### config.mk
export PLATFORM = sky130hd
export DESIGN_NAME = sha1_message_digest_top_flat
export DESIGN_NICKNAME = d
export VERILOG_FILES = /design/src/sha1md_pkg.sv /design/src/sha1md_if.sv /design/src/sha1md_buf_mem.sv /design/src/sha1md_chain_mem.sv /design/src/sha1md_round.sv /design/src/sha1_message_digest_top.sv /design/src/flat_wrapper.sv
export SDC_FILE = /design/constraint.sdc
export NUM_CORES = 2
export LEC_CHECK = 0
export BUFFER_PORTS_ARGS = -buffer_cell sky130_fd_sc_hd__buf_4
export CAP_MARGIN = 20
export CORE_MARGIN = 3
export CORE_UTILIZATION = 66
export CTS_BUF_LIST = sky130_fd_sc_hd__clkbuf_4 sky130_fd_sc_hd__clkbuf_8
export DETAILED_ROUTE_END_ITERATION = 8
export HOLD_SLACK_MARGIN = 0.03
export PLACE_DENSITY = 0.83
export SKIP_LAST_GASP = 1
export SYNTH_ARGS = -nofsm -noshare
export SYNTH_HDL_FRONTEND = slang
export SYNTH_SLANG_ARGS = --single-unit
### constraint.sdc
create_clock -name i_clk -period 16.6 [get_ports i_clk]
set_input_delay 2.49 -clock i_clk [delete_from_list [all_inputs] [get_ports i_clk]]
set_output_delay 2.49 -clock i_clk [all_outputs]
set_load 0.02 [all_outputs]
### src/sha1md_pkg.sv
// types, constants and round functions of the sha1 digest block
// no dependencies
package sha1md_pkg;

    typedef enum logic [1:0] {
        OP_ABSORB     = 2'd0,
        OP_ABSORB_FIN = 2'd1,
        OP_FIN        = 2'd2,
        OP_NONE       = 2'd3
    } t_op;

    typedef enum logic [3:0] {
        ST_IDLE,
        ST_PAD80,
        ST_PADZ,
        ST_PLEN,
        ST_CLOAD,
        ST_CROUND,
        ST_CWB,
        ST_OREAD,
        ST_OWAIT
    } t_state;

    // where to go once a compression is done
    typedef enum logic [1:0] {
        CONT_IDLE,
        CONT_PAD80,
        CONT_PADZ,
        CONT_OUT
    } t_cont;

    typedef enum logic [1:0] {
        RND_HOLD,
        RND_LOAD,
        RND_STEP
    } t_rnd_op;

    typedef struct packed {
        t_rnd_op    op;
        logic [6:0] idx;
    } t_rnd_ctl;

    typedef struct packed {
        logic        wr_en;
        logic [3:0]  wr_word;
        logic [1:0]  wr_lane;
        logic [7:0]  wr_byte;
        logic        rd_en;
        logic [3:0]  rd_word;
    } t_buf_req;

    typedef struct packed {
        logic        rd_en;
        logic [2:0]  rd_addr;
        logic        wr_en;
        logic [2:0]  wr_addr;
        logic [31:0] wr_data;
        logic        clear;
    } t_chain_req;

    localparam logic [31:0] H0 = 32'h67452301;
    localparam logic [31:0] H1 = 32'hEFCDAB89;
    localparam logic [31:0] H2 = 32'h98BADCFE;
    localparam logic [31:0] H3 = 32'h10325476;
    localparam logic [31:0] H4 = 32'hC3D2E1F0;

    localparam logic [31:0] K0 = 32'h5A827999;
    localparam logic [31:0] K1 = 32'h6ED9EBA1;
    localparam logic [31:0] K2 = 32'h8F1BBCDC;
    localparam logic [31:0] K3 = 32'hCA62C1D6;

    localparam logic [7:0] PAD_MARK     = 8'h80;
    localparam logic [5:0] BLOCK_LAST   = 6'd63;
    localparam logic [5:0] LEN_POS      = 6'd56;
    localparam logic [6:0] ROUND_LAST   = 7'd79;
    localparam logic [6:0] SCHED_LOAD   = 7'd15;
    localparam logic [6:0] SCHED_WORDS  = 7'd16;
    localparam logic [6:0] MEM_SWEEP    = 7'd5;
    localparam logic [2:0] DIGEST_LAST  = 3'd4;

    function automatic logic [31:0] sha1md_init_word(input logic [2:0] idx);
        logic [31:0] w;
        unique case (idx)
            3'd0:    w = H0;
            3'd1:    w = H1;
            3'd2:    w = H2;
            3'd3:    w = H3;
            3'd4:    w = H4;
            default: w = '0;
        endcase
        return w;
    endfunction

    function automatic logic [31:0] sha1md_k(input logic [6:0] idx);
        logic [31:0] k;
        priority if (idx < 7'd20) k = K0;
        else if (idx < 7'd40)     k = K1;
        else if (idx < 7'd60)     k = K2;
        else                      k = K3;
        return k;
    endfunction

    function automatic logic [31:0] sha1md_f(input logic [6:0] idx,
                                             input logic [31:0] b,
                                             input logic [31:0] c,
                                             input logic [31:0] d);
        logic [31:0] f;
        priority if (idx < 7'd20)                f = (b & c) | (~b & d);
        else if (idx < 7'd40 || idx >= 7'd60)    f = b ^ c ^ d;
        else                                     f = (b & c) | (b & d) | (c & d);
        return f;
    endfunction

endpackage

### src/sha1md_if.sv
// valid/ready channel interfaces of the sha1 digest block
// no dependencies
interface sha1md_in_if;
    logic       valid;
    logic       ready;
    logic [1:0] op;
    logic [7:0] data_byte;

    modport source(output valid, output op, output data_byte, input ready);
    modport sink(input valid, input op, input data_byte, output ready);
endinterface

interface sha1md_out_if;
    logic        valid;
    logic        ready;
    logic [31:0] digest_word;
    logic [2:0]  word_index;
    logic        last_word;

    modport source(output valid, output digest_word, output word_index,
                   output last_word, input ready);
    modport sink(input valid, input digest_word, input word_index,
                 input last_word, output ready);
endinterface

### src/sha1md_buf_mem.sv
// 64-byte block buffer held as 16 words with byte-lane writes
// depends on sha1md_pkg
module sha1md_buf_mem (
    input  logic                 i_clk,
    input  sha1md_pkg::t_buf_req i_req,
    output logic [31:0]          o_rd_word
);
    import sha1md_pkg::*;

    logic [3:0][7:0] r_mem [16];
    logic [31:0]     r_rd_word;

    always_ff @(posedge i_clk) begin
        if (i_req.wr_en) begin
            r_mem[i_req.wr_word][i_req.wr_lane] <= i_req.wr_byte;
        end
        if (i_req.rd_en) begin
            r_rd_word <= r_mem[i_req.rd_word];
        end
    end

    assign o_rd_word = r_rd_word;

endmodule

### src/sha1md_chain_mem.sv
// five chaining words in a small memory; unwritten entries read as the initial hash
// depends on sha1md_pkg
module sha1md_chain_mem (
    input  logic                   i_clk,
    input  logic                   i_rst_n,
    input  sha1md_pkg::t_chain_req i_req,
    output logic [31:0]            o_rd_data
);
    import sha1md_pkg::*;

    logic [31:0] r_mem [5];
    logic [4:0]  r_valid;
    logic [31:0] r_rd_data;
    logic        r_rd_valid;
    logic [2:0]  r_rd_addr;

    always_ff @(posedge i_clk) begin
        if (i_req.wr_en) begin
            r_mem[i_req.wr_addr] <= i_req.wr_data;
        end
        if (i_req.rd_en) begin
            r_rd_data <= r_mem[i_req.rd_addr];
            r_rd_addr <= i_req.rd_addr;
        end
    end

    // valid bits stand in for a clearing pass
    always_ff @(posedge i_clk) begin
        if (!i_rst_n) begin
            r_valid    <= '0;
            r_rd_valid <= 1'b0;
        end else begin
            if (i_req.clear) begin
                r_valid <= '0;
            end else if (i_req.wr_en) begin
                r_valid[i_req.wr_addr] <= 1'b1;
            end
            if (i_req.rd_en) begin
                r_rd_valid <= r_valid[i_req.rd_addr];
            end
        end
    end

    assign o_rd_data = r_rd_valid ? r_rd_data : sha1md_init_word(r_rd_addr);

endmodule

### src/sha1md_round.sv
// sha1 round datapath: working words a..e and the 16-word schedule window
// depends on sha1md_pkg
module sha1md_round (
    input  logic                 i_clk,
    input  sha1md_pkg::t_rnd_ctl i_ctl,
    input  logic [31:0]          i_load_word,
    input  logic [31:0]          i_buf_word,
    output logic [31:0]          o_a
);
    import sha1md_pkg::*;

    logic [31:0] r_a, r_b, r_c, r_d, r_e;
    logic [31:0] r_w [16];
    logic [31:0] w_mix;
    logic [31:0] w_cur;
    logic [31:0] n_t;

    // r_w[0] is the newest schedule word
    always_comb begin
        w_mix = r_w[2] ^ r_w[7] ^ r_w[13] ^ r_w[15];
        w_cur = (i_ctl.idx < SCHED_WORDS) ? i_buf_word : {w_mix[30:0], w_mix[31]};
        n_t   = {r_a[26:0], r_a[31:27]} + sha1md_f(i_ctl.idx, r_b, r_c, r_d)
              + r_e + w_cur + sha1md_k(i_ctl.idx);
    end

    always_ff @(posedge i_clk) begin
        unique case (i_ctl.op)
            RND_LOAD: begin
                r_a <= r_b;
                r_b <= r_c;
                r_c <= r_d;
                r_d <= r_e;
                r_e <= i_load_word;
            end
            RND_STEP: begin
                r_a <= n_t;
                r_b <= r_a;
                r_c <= {r_b[1:0], r_b[31:2]};
                r_d <= r_c;
                r_e <= r_d;
                r_w[0] <= w_cur;
                for (int i = 1; i < 16; i++) begin
                    r_w[i] <= r_w[i-1];
                end
            end
            default: begin
            end
        endcase
    end

    assign o_a = r_a;

endmodule

### src/sha1_message_digest_top.sv
// sha1 digest of a byte stream, top level: sequencer over buffer and chain memories
// depends on sha1md_pkg, sha1md_if, sha1md_buf_mem, sha1md_chain_mem, sha1md_round
//
//  channel | dir | payload                              | request means
//  i_in    | in  | op, data_byte                        | one byte and/or finish
//  o_out   | out | digest_word, word_index, last_word   | one digest word
//
// an absorbed byte is written straight into the block buffer; filling the 64th byte adds a
// compression (chain loads, rounds on one shared round unit, write-backs)
// finish pads one byte per cycle while no compression runs, idles before the length, then
// 1 or 2 compressions; each digest word is read (ST_OREAD), then offered (ST_OWAIT) until taken
// no item is taken from the end of a finish request until the fifth word is taken
// reset is synchronous; the chain memory uses valid bits, so there is no clearing pass
module sha1_message_digest_top (
    input  logic                i_clk,
    input  logic                i_rst_n,
    sha1md_in_if.sink           i_in,
    sha1md_out_if.source        o_out
);
    import sha1md_pkg::*;

    t_state      r_state, n_state;
    t_cont       r_cont, n_cont;
    logic [5:0]  r_fill, n_fill;
    logic [63:0] r_bitcnt, n_bitcnt;
    logic [6:0]  r_cnt, n_cnt;

    t_buf_req    buf_req;
    t_chain_req  chain_req;
    t_rnd_ctl    rnd_ctl;
    logic [31:0] buf_word;
    logic [31:0] chain_word;
    logic [31:0] rnd_a;
    logic        in_acc;
    logic        out_acc;
    t_op         op;
    logic        is_absorb;
    logic [2:0]  len_idx;

    assign op        = t_op'(i_in.op);
    assign is_absorb = (op == OP_ABSORB) || (op == OP_ABSORB_FIN);
    assign in_acc    = i_in.valid && i_in.ready;
    assign out_acc   = o_out.valid && o_out.ready;
    assign len_idx   = r_fill[2:0];

    assign i_in.ready        = (r_state == ST_IDLE);
    assign o_out.valid       = (r_state == ST_OWAIT);
    assign o_out.digest_word = chain_word;
    assign o_out.word_index  = r_cnt[2:0];
    assign o_out.last_word   = (r_cnt[2:0] == DIGEST_LAST);

    // next state
    always_comb begin
        n_state = r_state;
        unique case (r_state)
            ST_IDLE: begin
                if (in_acc) begin
                    unique case (op)
                        OP_ABSORB:     n_state = (r_fill == BLOCK_LAST) ? ST_CLOAD : ST_IDLE;
                        OP_ABSORB_FIN: n_state = (r_fill == BLOCK_LAST) ? ST_CLOAD : ST_PAD80;
                        OP_FIN:        n_state = ST_PAD80;
                        OP_NONE:       n_state = ST_IDLE;
                    endcase
                end
            end
            ST_PAD80: n_state = (r_fill == BLOCK_LAST) ? ST_CLOAD : ST_PADZ;
            ST_PADZ: begin
                priority if (r_fill == LEN_POS) n_state = ST_PLEN;
                else if (r_fill == BLOCK_LAST)  n_state = ST_CLOAD;
                else                            n_state = ST_PADZ;
            end
            ST_PLEN:   n_state = (r_fill == BLOCK_LAST) ? ST_CLOAD : ST_PLEN;
            ST_CLOAD:  n_state = (r_cnt == MEM_SWEEP) ? ST_CROUND : ST_CLOAD;
            ST_CROUND: n_state = (r_cnt == ROUND_LAST) ? ST_CWB : ST_CROUND;
            ST_CWB: begin
                if (r_cnt == MEM_SWEEP) begin
                    unique case (r_cont)
                        CONT_IDLE:  n_state = ST_IDLE;
                        CONT_PAD80: n_state = ST_PAD80;
                        CONT_PADZ:  n_state = ST_PADZ;
                        CONT_OUT:   n_state = ST_OREAD;
                    endcase
                end
            end
            ST_OREAD: n_state = ST_OWAIT;
            ST_OWAIT: begin
                if (out_acc) begin
                    n_state = (r_cnt[2:0] == DIGEST_LAST) ? ST_IDLE : ST_OREAD;
                end
            end
            default: n_state = ST_IDLE;
        endcase
    end

    // counters, fill index, bit count
    always_comb begin
        n_cont   = r_cont;
        n_fill   = r_fill;
        n_bitcnt = r_bitcnt;
        n_cnt    = r_cnt;
        unique case (r_state)
            ST_IDLE: begin
                n_cnt = '0;
                if (in_acc && is_absorb) begin
                    n_fill   = r_fill + 6'd1;
                    n_bitcnt = r_bitcnt + 64'd8;
                    n_cont   = (op == OP_ABSORB) ? CONT_IDLE : CONT_PAD80;
                end
            end
            ST_PAD80: begin
                n_fill = r_fill + 6'd1;
                n_cont = CONT_PADZ;
                n_cnt  = '0;
            end
            ST_PADZ: begin
                if (r_fill != LEN_POS) begin
                    n_fill = r_fill + 6'd1;
                end
                n_cont = CONT_PADZ;
                n_cnt  = '0;
            end
            ST_PLEN: begin
                n_fill = r_fill + 6'd1;
                n_cont = CONT_OUT;
                n_cnt  = '0;
            end
            ST_CLOAD:  n_cnt = (r_cnt == MEM_SWEEP) ? '0 : r_cnt + 7'd1;
            ST_CROUND: n_cnt = (r_cnt == ROUND_LAST) ? '0 : r_cnt + 7'd1;
            ST_CWB:    n_cnt = (r_cnt == MEM_SWEEP) ? '0 : r_cnt + 7'd1;
            ST_OREAD: begin
            end
            ST_OWAIT: begin
                if (out_acc) begin
                    if (r_cnt[2:0] == DIGEST_LAST) begin
                        n_cnt    = '0;
                        n_fill   = '0;
                        n_bitcnt = '0;
                    end else begin
                        n_cnt = r_cnt + 7'd1;
                    end
                end
            end
            default: begin
            end
        endcase
    end

    // memory and round unit controls
    always_comb begin
        buf_req   = '0;
        chain_req = '0;
        rnd_ctl   = '{op: RND_HOLD, idx: r_cnt};
        buf_req.wr_word = r_fill[5:2];
        buf_req.wr_lane = ~r_fill[1:0];
        chain_req.wr_data = chain_word + rnd_a;
        unique case (r_state)
            ST_IDLE: begin
                buf_req.wr_en   = in_acc && is_absorb;
                buf_req.wr_byte = i_in.data_byte;
            end
            ST_PAD80: begin
                buf_req.wr_en   = 1'b1;
                buf_req.wr_byte = PAD_MARK;
            end
            ST_PADZ: begin
                buf_req.wr_en   = (r_fill != LEN_POS);
                buf_req.wr_byte = '0;
            end
            ST_PLEN: begin
                // big-endian length, most significant byte first
                buf_req.wr_en   = 1'b1;
                buf_req.wr_byte = 8'(r_bitcnt >> {~len_idx, 3'b000});
            end
            ST_CLOAD: begin
                chain_req.rd_en   = (r_cnt < MEM_SWEEP);
                chain_req.rd_addr = r_cnt[2:0];
                // prefetch schedule word 0 for the first round
                buf_req.rd_en     = (r_cnt == MEM_SWEEP);
                buf_req.rd_word   = '0;
                if (r_cnt != '0) begin
                    rnd_ctl.op = RND_LOAD;
                end
            end
            ST_CROUND: begin
                rnd_ctl.op      = RND_STEP;
                buf_req.rd_en   = (r_cnt < SCHED_LOAD);
                buf_req.rd_word = r_cnt[3:0] + 4'd1;
            end
            ST_CWB: begin
                // read word k while word k-1 is written back, never the same entry
                chain_req.rd_en   = (r_cnt < MEM_SWEEP);
                chain_req.rd_addr = r_cnt[2:0];
                if (r_cnt != '0) begin
                    chain_req.wr_en   = 1'b1;
                    chain_req.wr_addr = r_cnt[2:0] - 3'd1;
                    rnd_ctl.op        = RND_LOAD;
                end
            end
            ST_OREAD: begin
                chain_req.rd_en   = 1'b1;
                chain_req.rd_addr = r_cnt[2:0];
            end
            ST_OWAIT: begin
                chain_req.clear = out_acc && (r_cnt[2:0] == DIGEST_LAST);
            end
            default: begin
            end
        endcase
    end

    always_ff @(posedge i_clk) begin
        if (!i_rst_n) begin
            r_state  <= ST_IDLE;
            r_cont   <= CONT_IDLE;
            r_fill   <= '0;
            r_bitcnt <= '0;
            r_cnt    <= '0;
        end else begin
            r_state  <= n_state;
            r_cont   <= n_cont;
            r_fill   <= n_fill;
            r_bitcnt <= n_bitcnt;
            r_cnt    <= n_cnt;
        end
    end

    sha1md_buf_mem u_buf_mem (
        .i_clk     (i_clk),
        .i_req     (buf_req),
        .o_rd_word (buf_word)
    );

    sha1md_chain_mem u_chain_mem (
        .i_clk     (i_clk),
        .i_rst_n   (i_rst_n),
        .i_req     (chain_req),
        .o_rd_data (chain_word)
    );

    sha1md_round u_round (
        .i_clk       (i_clk),
        .i_ctl       (rnd_ctl),
        .i_load_word (chain_word),
        .i_buf_word  (buf_word),
        .o_a         (rnd_a)
    );

endmodule

### src/flat_wrapper.sv
// flat-port wrapper written by rule: the top's interface ports become plain ports
module sha1_message_digest_top_flat import sha1md_pkg::*;
  (i_clk, i_rst_n, i_in_valid, i_in_op, i_in_data_byte, i_in_ready, o_out_valid, o_out_digest_word, o_out_word_index, o_out_last_word, o_out_ready);
  sha1md_in_if i_in_i ();
  sha1md_out_if o_out_i ();
  input  logic i_clk;
  input  logic i_rst_n;
  input wire logic [$bits(i_in_i.valid)-1:0] i_in_valid;
  input wire logic [$bits(i_in_i.op)-1:0] i_in_op;
  input wire logic [$bits(i_in_i.data_byte)-1:0] i_in_data_byte;
  output wire logic [$bits(i_in_i.ready)-1:0] i_in_ready;
  output wire logic [$bits(o_out_i.valid)-1:0] o_out_valid;
  output wire logic [$bits(o_out_i.digest_word)-1:0] o_out_digest_word;
  output wire logic [$bits(o_out_i.word_index)-1:0] o_out_word_index;
  output wire logic [$bits(o_out_i.last_word)-1:0] o_out_last_word;
  input wire logic [$bits(o_out_i.ready)-1:0] o_out_ready;
  assign i_in_i.valid = i_in_valid;
  assign i_in_i.op = i_in_op;
  assign i_in_i.data_byte = i_in_data_byte;
  assign i_in_ready = i_in_i.ready;
  assign o_out_valid = o_out_i.valid;
  assign o_out_digest_word = o_out_i.digest_word;
  assign o_out_word_index = o_out_i.word_index;
  assign o_out_last_word = o_out_i.last_word;
  assign o_out_i.ready = o_out_ready;
  sha1_message_digest_top u_core (.i_clk(i_clk), .i_rst_n(i_rst_n), .i_in(i_in_i), .o_out(o_out_i));
endmodule
; ---- Yosys cells after proc, flatten, opt, wreduce, memory -nomap -nowiden
; Memories as Yosys holds them, arrays and structs flattened. A register that Yosys moved wholly into a read port is not among the register bits.
; Cells that the tools add are included.
[op_classes]
n_shift = 1
eq_ne = 32
n_reduce_logical = 28
mux = 65
order_cmp = 12
n_bitwise = 17
n_addsub = 10
[ops]
columns = cell, count
row1 = 32-bit case mux with 2 select lines, 5
row2 = 32-bit two-way mux, 7
row3 = 64-bit two-way mux, 3
row4 = 32-bit adder, 5
row5 = 32-bit case mux with 5 select lines, 1
row6 = 32-bit XOR, 5
row7 = 32-bit bitwise AND, 4
row8 = 64-bit case mux with 2 select lines, 1
row9 = 32-bit bitwise OR, 3
row10 = 64-bit by 4-bit adder with 64-bit output (second input constant), 1
row11 = 64-bit by 6-bit right shift with 8-bit output, 1
row12 = 4-bit case mux with 9 select lines, 1
row13 = 32-bit NOT, 1
row14 = 4-bit case mux with 4 select lines, 2
row15 = 31-bit two-way mux, 1
row16 = 7-bit two-way mux, 4
row17 = 7-bit case mux with 4 select lines, 1
row18 = 4-bit two-way mux, 6
row19 = 6-bit two-way mux, 4
row20 = 6-bit case mux with 4 select lines, 1
row21 = 8-bit case mux with 3 select lines, 1
row22 = 8-bit demux with 2-bit select, 1
row23 = 4-bit by 3-bit equality test with 1-bit output (second input constant), 4
row24 = 3-bit two-way mux, 5
row25 = 56 further kinds, 97
[word_totals]
in_bits = 14
mem_bits_rw = 1184
n_memories = 3
wordCells = 181
ff_bits = 252
[mem_list]
columns = name, words, word_bits, read_ports, rd_clocked_by_memory_dff, write_ports, line
row1 = u_core.u_buf_mem.r_mem, 16, 32, 1, 1, 1, sha1md_buf_mem.sv:10  ; logic [3:0][7:0] r_mem [16];
row2 = u_core.u_round.r_w, 16, 32, 16, 0, 16, sha1md_round.sv:13  ; logic [31:0] r_w [16];
row3 = u_core.u_chain_mem.r_mem, 5, 32, 1, 1, 1, sha1md_chain_mem.sv:11  ; logic [31:0] r_mem [5];

; ---- Logic depth before layout (Yosys ltp)
[logic_depth]
ltp_word = 10
depth_mapped = 24
depth_no_buf = 21

; ---- Modules after synthesis
; From an unflattened synthesis, not the netlist that was laid out.
[unflattened]
hier_cells = 3940
area_unflattened_um2 = 63520.9
[modules_own_cells]
columns = mod, cells_per_inst, area_each_um2, n_inst, seq_area_each_um2
row1 = sha1md_round, 1796, 29115.4, 1, 20179.4
row2 = sha1md_buf_mem, 910, 20454.6, 1, 16335.7
row3 = sha1md_chain_mem, 424, 7679.9, 1, 5975.7
row4 = sha1_message_digest_top, 810, 6271.0, 1, 1601.5

; ---- Worst setup path after synthesis
; No wires, ideal clock.
[synth_path]
path_type = register -> register
from = register u_core.r_cnt[0]
to = register u_core.u_round.r_a[14] (netlist: u_core.u_round.o_a[14]) (data pin)
setup_ps = 260
arrival_time_ps = 14908
synth_period_minus_slack_ps = 15168
n_path_buf = 6
path_stages_with_launch = 13
required_ps = 16340
slack_ps = 1432
path_cell_list = dfxtp_1 > buf_2 > inv_1 > clkbuf_1 > clkbuf_1 > ha_1 > a311oi_1 > inv_1 > ha_1 > clkbuf_1 > clkbuf_1 > clkbuf_1 > mux2_2
[synth_between]
elab_chain_cells = 9
[synth_lines]
columns = item, line
row1 = from (decl), sha1_message_digest_top.sv:26  ; logic [6:0] r_cnt, n_cnt;
row2 = from (signal assigned), sha1_message_digest_top.sv:223  ; r_cnt <= n_cnt;
row3 = 7-bit by 6-bit < comparator with 1-bit output or 7-bit by 6-bit >= comparator with 1-bit output (tied branches), "sha1md_pkg.sv:97, sha1md_pkg.sv:109"
row4 = 1-bit logical OR, sha1md_pkg.sv:109  ; else if (idx < 7'd40 || idx >= 7'd60) f = b ^ c ^ d;
row5 = 32-bit two-way mux, sha1md_pkg.sv:109
row6 = 32-bit two-way mux, sha1md_pkg.sv:108  ; priority if (idx < 7'd20) f = (b & c) | (~b & d);
row7 = 32-bit adder, sha1md_round.sv:22  ; n_t = {r_a[26:0], r_a[31:27]} + sha1md_f(i_ctl.idx, r_b, r_c, r_d)
row8 = 32-bit adder (3 in a row), sha1md_round.sv:23  ; + r_e + w_cur + sha1md_k(i_ctl.idx);
row9 = 32-bit case mux with 2 select lines *, sha1md_round.sv:27  ; unique case (i_ctl.op)
row10 = to (signal assigned), sha1md_round.sv:29  ; r_a <= r_b;
row11 = to (signal assigned), sha1md_round.sv:36  ; r_a <= n_t;
row12 = to (decl), sha1md_round.sv:12  ; logic [31:0] r_a, r_b, r_c, r_d, r_e;
; Mark *: on every way between the ends. The rest lies on a longest branch, timed or not.
; A chain may end at the register's enable or synchronous reset.

; ---- Final worst setup path
[layout_path]
from = register u_core.r_cnt[2]
to = register u_core.u_round.r_a[23] (netlist: u_core.u_round.o_a[23]) (data pin)
; Same word-level chain as after synthesis.

==> run_results.csv <==
group,metric,value,unit
run_status,status,"complete, no violations",
hold_path,hold_class,"flip-flop to flip-flop",
logic_synthesis,synth.area.top_cells,"edfxtp_1 65%, fa_1 3.7%, dfxtp_1 2.7%",
sta,maxSlewViolCount,0,
sta,max_slew_margin,0.1366,
worst_setup_path,cp-start-kind,"flip-flop",
clock_network,clk_pin_slew,0.06,ns
sta,fmax,159.4,MHz
clock_network,cts.repair.resized,0,
sta,setup_tns,0,ns
global_route,grt_max_degree,250,
pwr,finalPower,7.241,mW
placed_design,routabilityCongestion,0.9089,
logic_synthesis,synth-seq-cells,1497,
layout,drive_above_1_share,0.1431,
floorplanning,die_width,319.3,um
logic_synthesis,ys.flop_type,"edfxtp_1",
sta,rsz0062_at_grt,"false",
worst_setup_path,crit_type,"flip-flop to flip-flop",
logic_synthesis,ys_seq_area_frac,0.6808,
worst_setup_path,crit_required,17.24,ns
clock_network,clk_latency,0.91,ns
sta,worstMarginPinSlew,1.295,ns
logic_synthesis,yosysWarnings,0,
clock_network,cts.sinks,1497,
drt,num_vias,38078,
global_route,first_global_vias,37029,
drt,ant_nets,0,
floorplanning,ios,52,
logic_synthesis,syn_area_per_cell,14.34,um^2
pwr,peakVddDrop,0.09354,mV
job,maxCapViolCount,0,
logic_synthesis,ys_types,89,
clock_network,cts_root_buf,"clkbuf_8",
sta,finalHoldViolCount,0,
placed_design,place_area,0.06644,mm^2
layout,nFillCells,5833,
global_route,grt_usage,0.2813,
clock_network,numCtsBuffers,218,
sta,setup_viol,0,
drt,wirelength,143100,um
clock_network,cts_tree,"built",
worst_setup_path,critPathMaxFanout,22,
layout,fin_nets,4829,
floorplanning,core,0.09699,mm^2
sta,period_needed,6.276,ns
clock_network,cts_hold_buf,0,
logic_synthesis,synthArstFlopShare,0,
clock_network,postCtsSetupBuffers,0,
worst_setup_path,ff2ff_setup_slack,10.32,ns
floorplanning,die_h,319.3,um
floorplanning,start_util,0.6678,
logic_synthesis,syn_inst,4517,
pwr,p_per_area,102.1,mW/mm^2
logic_synthesis,synth_nets,4731,
global_route,grt_pass1_wl,218200,um
floorplanning,num_rows,114,
sta,hold_ws,0.3950,ns
logic_synthesis,synth_edf_count,1411,
worst_setup_path,cp.arrival,6.91,ns
sta,fin_crit_sh,0.3780,
logic_synthesis,synth_top_cell_by_area,"edfxtp_1",
drt,detail_route.first_pass.iterations,8,
drt,drtIter0Drc,4880,
drt,wl_per_cell,23.59,um
pwr,power.leakage,24.16,nW
worst_setup_path,worstSetupEndpointType,"flip-flop",
logic_synthesis,syn_area,0.06477,mm^2
floorplanning,fp.dieArea,0.1019,mm^2
layout,design_area,0.07095,mm^2
layout,fin_util,0.7315,
clock_network,clk_path_buf_depth,3,
placed_design,io_buffer_count,51,
placed_design,dp_hpwl,89250,um
worst_setup_path,r2r_start,"u_core.r_cnt[2]",
layout,area_delta_synth_final,9.545,%
worst_setup_path,r2r-end,"u_core.u_round.o_a[23]",
sta,finalClockSkew,0.05393,ns
worst_setup_path,ff2ff_path_depth,21,
global_route,grt_overflow,0,
drt,via_per_inst,6.276,
hold_path,hold_start,"u_core.u_round.r_w[1][192]",
drt,drc,0,
hold_path,hold-path-endpoint,"u_core.u_round.r_w[1][224]",
hold_path,hold_depth,0,
global_route,antenna_found_initial,8,
logic_synthesis,yosysTopAreaCellShare,0.6542,
clock_network,cts.htree.levels,4,
-- synth_stat cells (all sizes together) (8+ instances only) --
cell type	instances
a211oi	80
a21o	50
a21oi	128
a221o	18
a31oi	73
and2	73
and3	25
and4	11
buf	61
clkbuf	161
dfxtp	86
edfxtp	1411
fa	121
ha	79
inv	293
mux2	124
mux2i	78
mux4	44
nand2	320
nand2b	9
nand3	76
nand4	17
nor2	244
nor2b	16
nor3	26
o211ai	74
o21a	45
o21ai	287
o21bai	9
o22a	8
o22ai	35
or3	150
xnor2	163
xor2	38
-- stage by stage --
step | setup WS [ns] | instances
floorplan | 1.432 | 4517
global placement | 10.61 | 5670
detailed placement | 10.46 | 5670
CTS | 10.43 | 6062
global route | 9.891 | 6067
finish | 10.32 | 6067
-- layout by cell type, fill, tap and decap left out, drive strengths merged, types with 16 or more instances in the layout --
cell    synthesis  routed
a221o          18      18
nand2         320     320
a31oi          73      73
dfxtp          86      86
inv           293     301
o22ai          35      35
mux2i          78      78
o21a           45      45
nor3           26      26
and3           25      25
buf            61      99
clkbuf        161     301
and2           73      73
nand3          76      76
o211ai         74      74
nand4          17      17
a211oi         80      80
or3           150     150
fa            121     121
mux4           44      44
xor2           38      38
ha             79      79
o21ai         287     287
clkinv          0      69
a21o           50      50
edfxtp       1411    1411
nor2          244     244
nor2b          16      16
a21oi         128     128
xnor2         163     163
mux2          124     124
-- cell families (layout without fill, tap and decap cells) --
group	Yosys count	after routing	share of synthesized area
other	0	4	0
xor gates and xnor gates	201	201	0.02718
DFF	1497	1497	0.6808
adders and majority gates	200	200	0.05266
and+or+nand+nor	997	997	0.07515
muxes	246	246	0.04897
buffers and inverters	515	785	0.03110
AOI/OAI and AO/OA	861	861	0.08415
-- flip-flops by register name, summed over array words and instances, names as in the netlist --
register                       flops
u_core.u_buf_mem.r_mem           512
u_core.u_round.r_w               512
u_core.u_chain_mem.r_mem         160
u_core.r_bitcnt                   61
u_core.u_buf_mem.o_rd_word        32
u_core.u_chain_mem.r_rd_data      32
u_core.u_round.o_a                32
u_core.u_round.r_b                32
u_core.u_round.r_c                32
u_core.u_round.r_d                32
u_core.u_round.r_e                32
u_core.r_cnt                       7
u_core.r_fill                      6
u_core.u_chain_mem.r_valid         5
u_core.r_state                     4
u_core.u_chain_mem.r_rd_addr       3
u_core.r_cont                      2
u_core.u_chain_mem.r_rd_valid      1
-- worst max-delay path, cell delays in order, from the launching register on --
cell and delay (ns):
dfxtp_1 0.65, and3_1 0.28, or3_1 0.11, buf_4 0.30
inv_2 0.29, nor2_2 0.46, buf_4 0.35, a221oi_1 0.15
fa_1 0.53, fa_1 0.41, inv_1 0.07, ha_1 0.17
inv_1 0.06, fa_1 0.41, nor2b_1 0.18, o2111ai_1 0.15
a31oi_1 0.36, nor2_1 0.17, o211ai_1 0.29, a41oi_1 0.18
xnor2_1 0.15, mux2_2 0.26
-- cell type report --
cell class / instances / area, um^2 / area share
diodes: 4 / 10.01 / 0.0001411
clock buffers: 300 / 3679 / 0.05185
clock inverters: 92 / 812.0 / 0.01145
inverters: 293 / 1106 / 0.01559
multi-input cells: 2505 / 18860 / 0.2659
flip-flops and latches: 1497 / 44100 / 0.6215
well taps: 1276 / 1597 / 0.02250
repair buffers: 100 / 785.8 / 0.01107
-- routing by layer --
layer / vias to the layer above / track usage / routed length, um
li1: 16960 / - / -
met1: 18856 / 0.4115 / 57790
met2: 1979 / 0.4289 / 66340
met3: 279 / 0.05229 / 14030
met4: 4 / 0.1068 / 4927
met5: - / 0 / 21
-- report_power, final --
| part | total (mW) | switching (mW) | internal [mW] | leakage (nW) |
|---|---|---|---|---|
| Combinational | 0.110 | 0.0832 | 0.0263 | 8.39 |
| Sequential | 4.12 | 0.00637 | 4.12 | 13.4 |
| Clock | 3.01 | 1.39 | 1.62 | 2.36 |
| Total | 7.24 | 1.48 | 5.76 | 24.2 |
-- how the worst max path moves through the flow --
stage,startpoint,endpoint,slack [ns],cells past startpoint
finish,u_core.r_cnt[2],u_core.u_round.o_a[23],10.32,21
global route,u_core.r_cnt[2],u_core.u_round.o_a[28],9.89,18
CTS,u_core.r_cnt[2],u_core.u_round.o_a[23],10.43,21
detailed placement,u_core.r_cnt[2],u_core.u_round.o_a[23],10.46,23
global placement,u_core.r_cnt[2],u_core.u_round.o_a[23],10.61,21
floorplan,u_core.r_cnt[0],u_core.u_round.o_a[14],1.43,12
No activity file was read; power rests on OpenSTA's default activity.
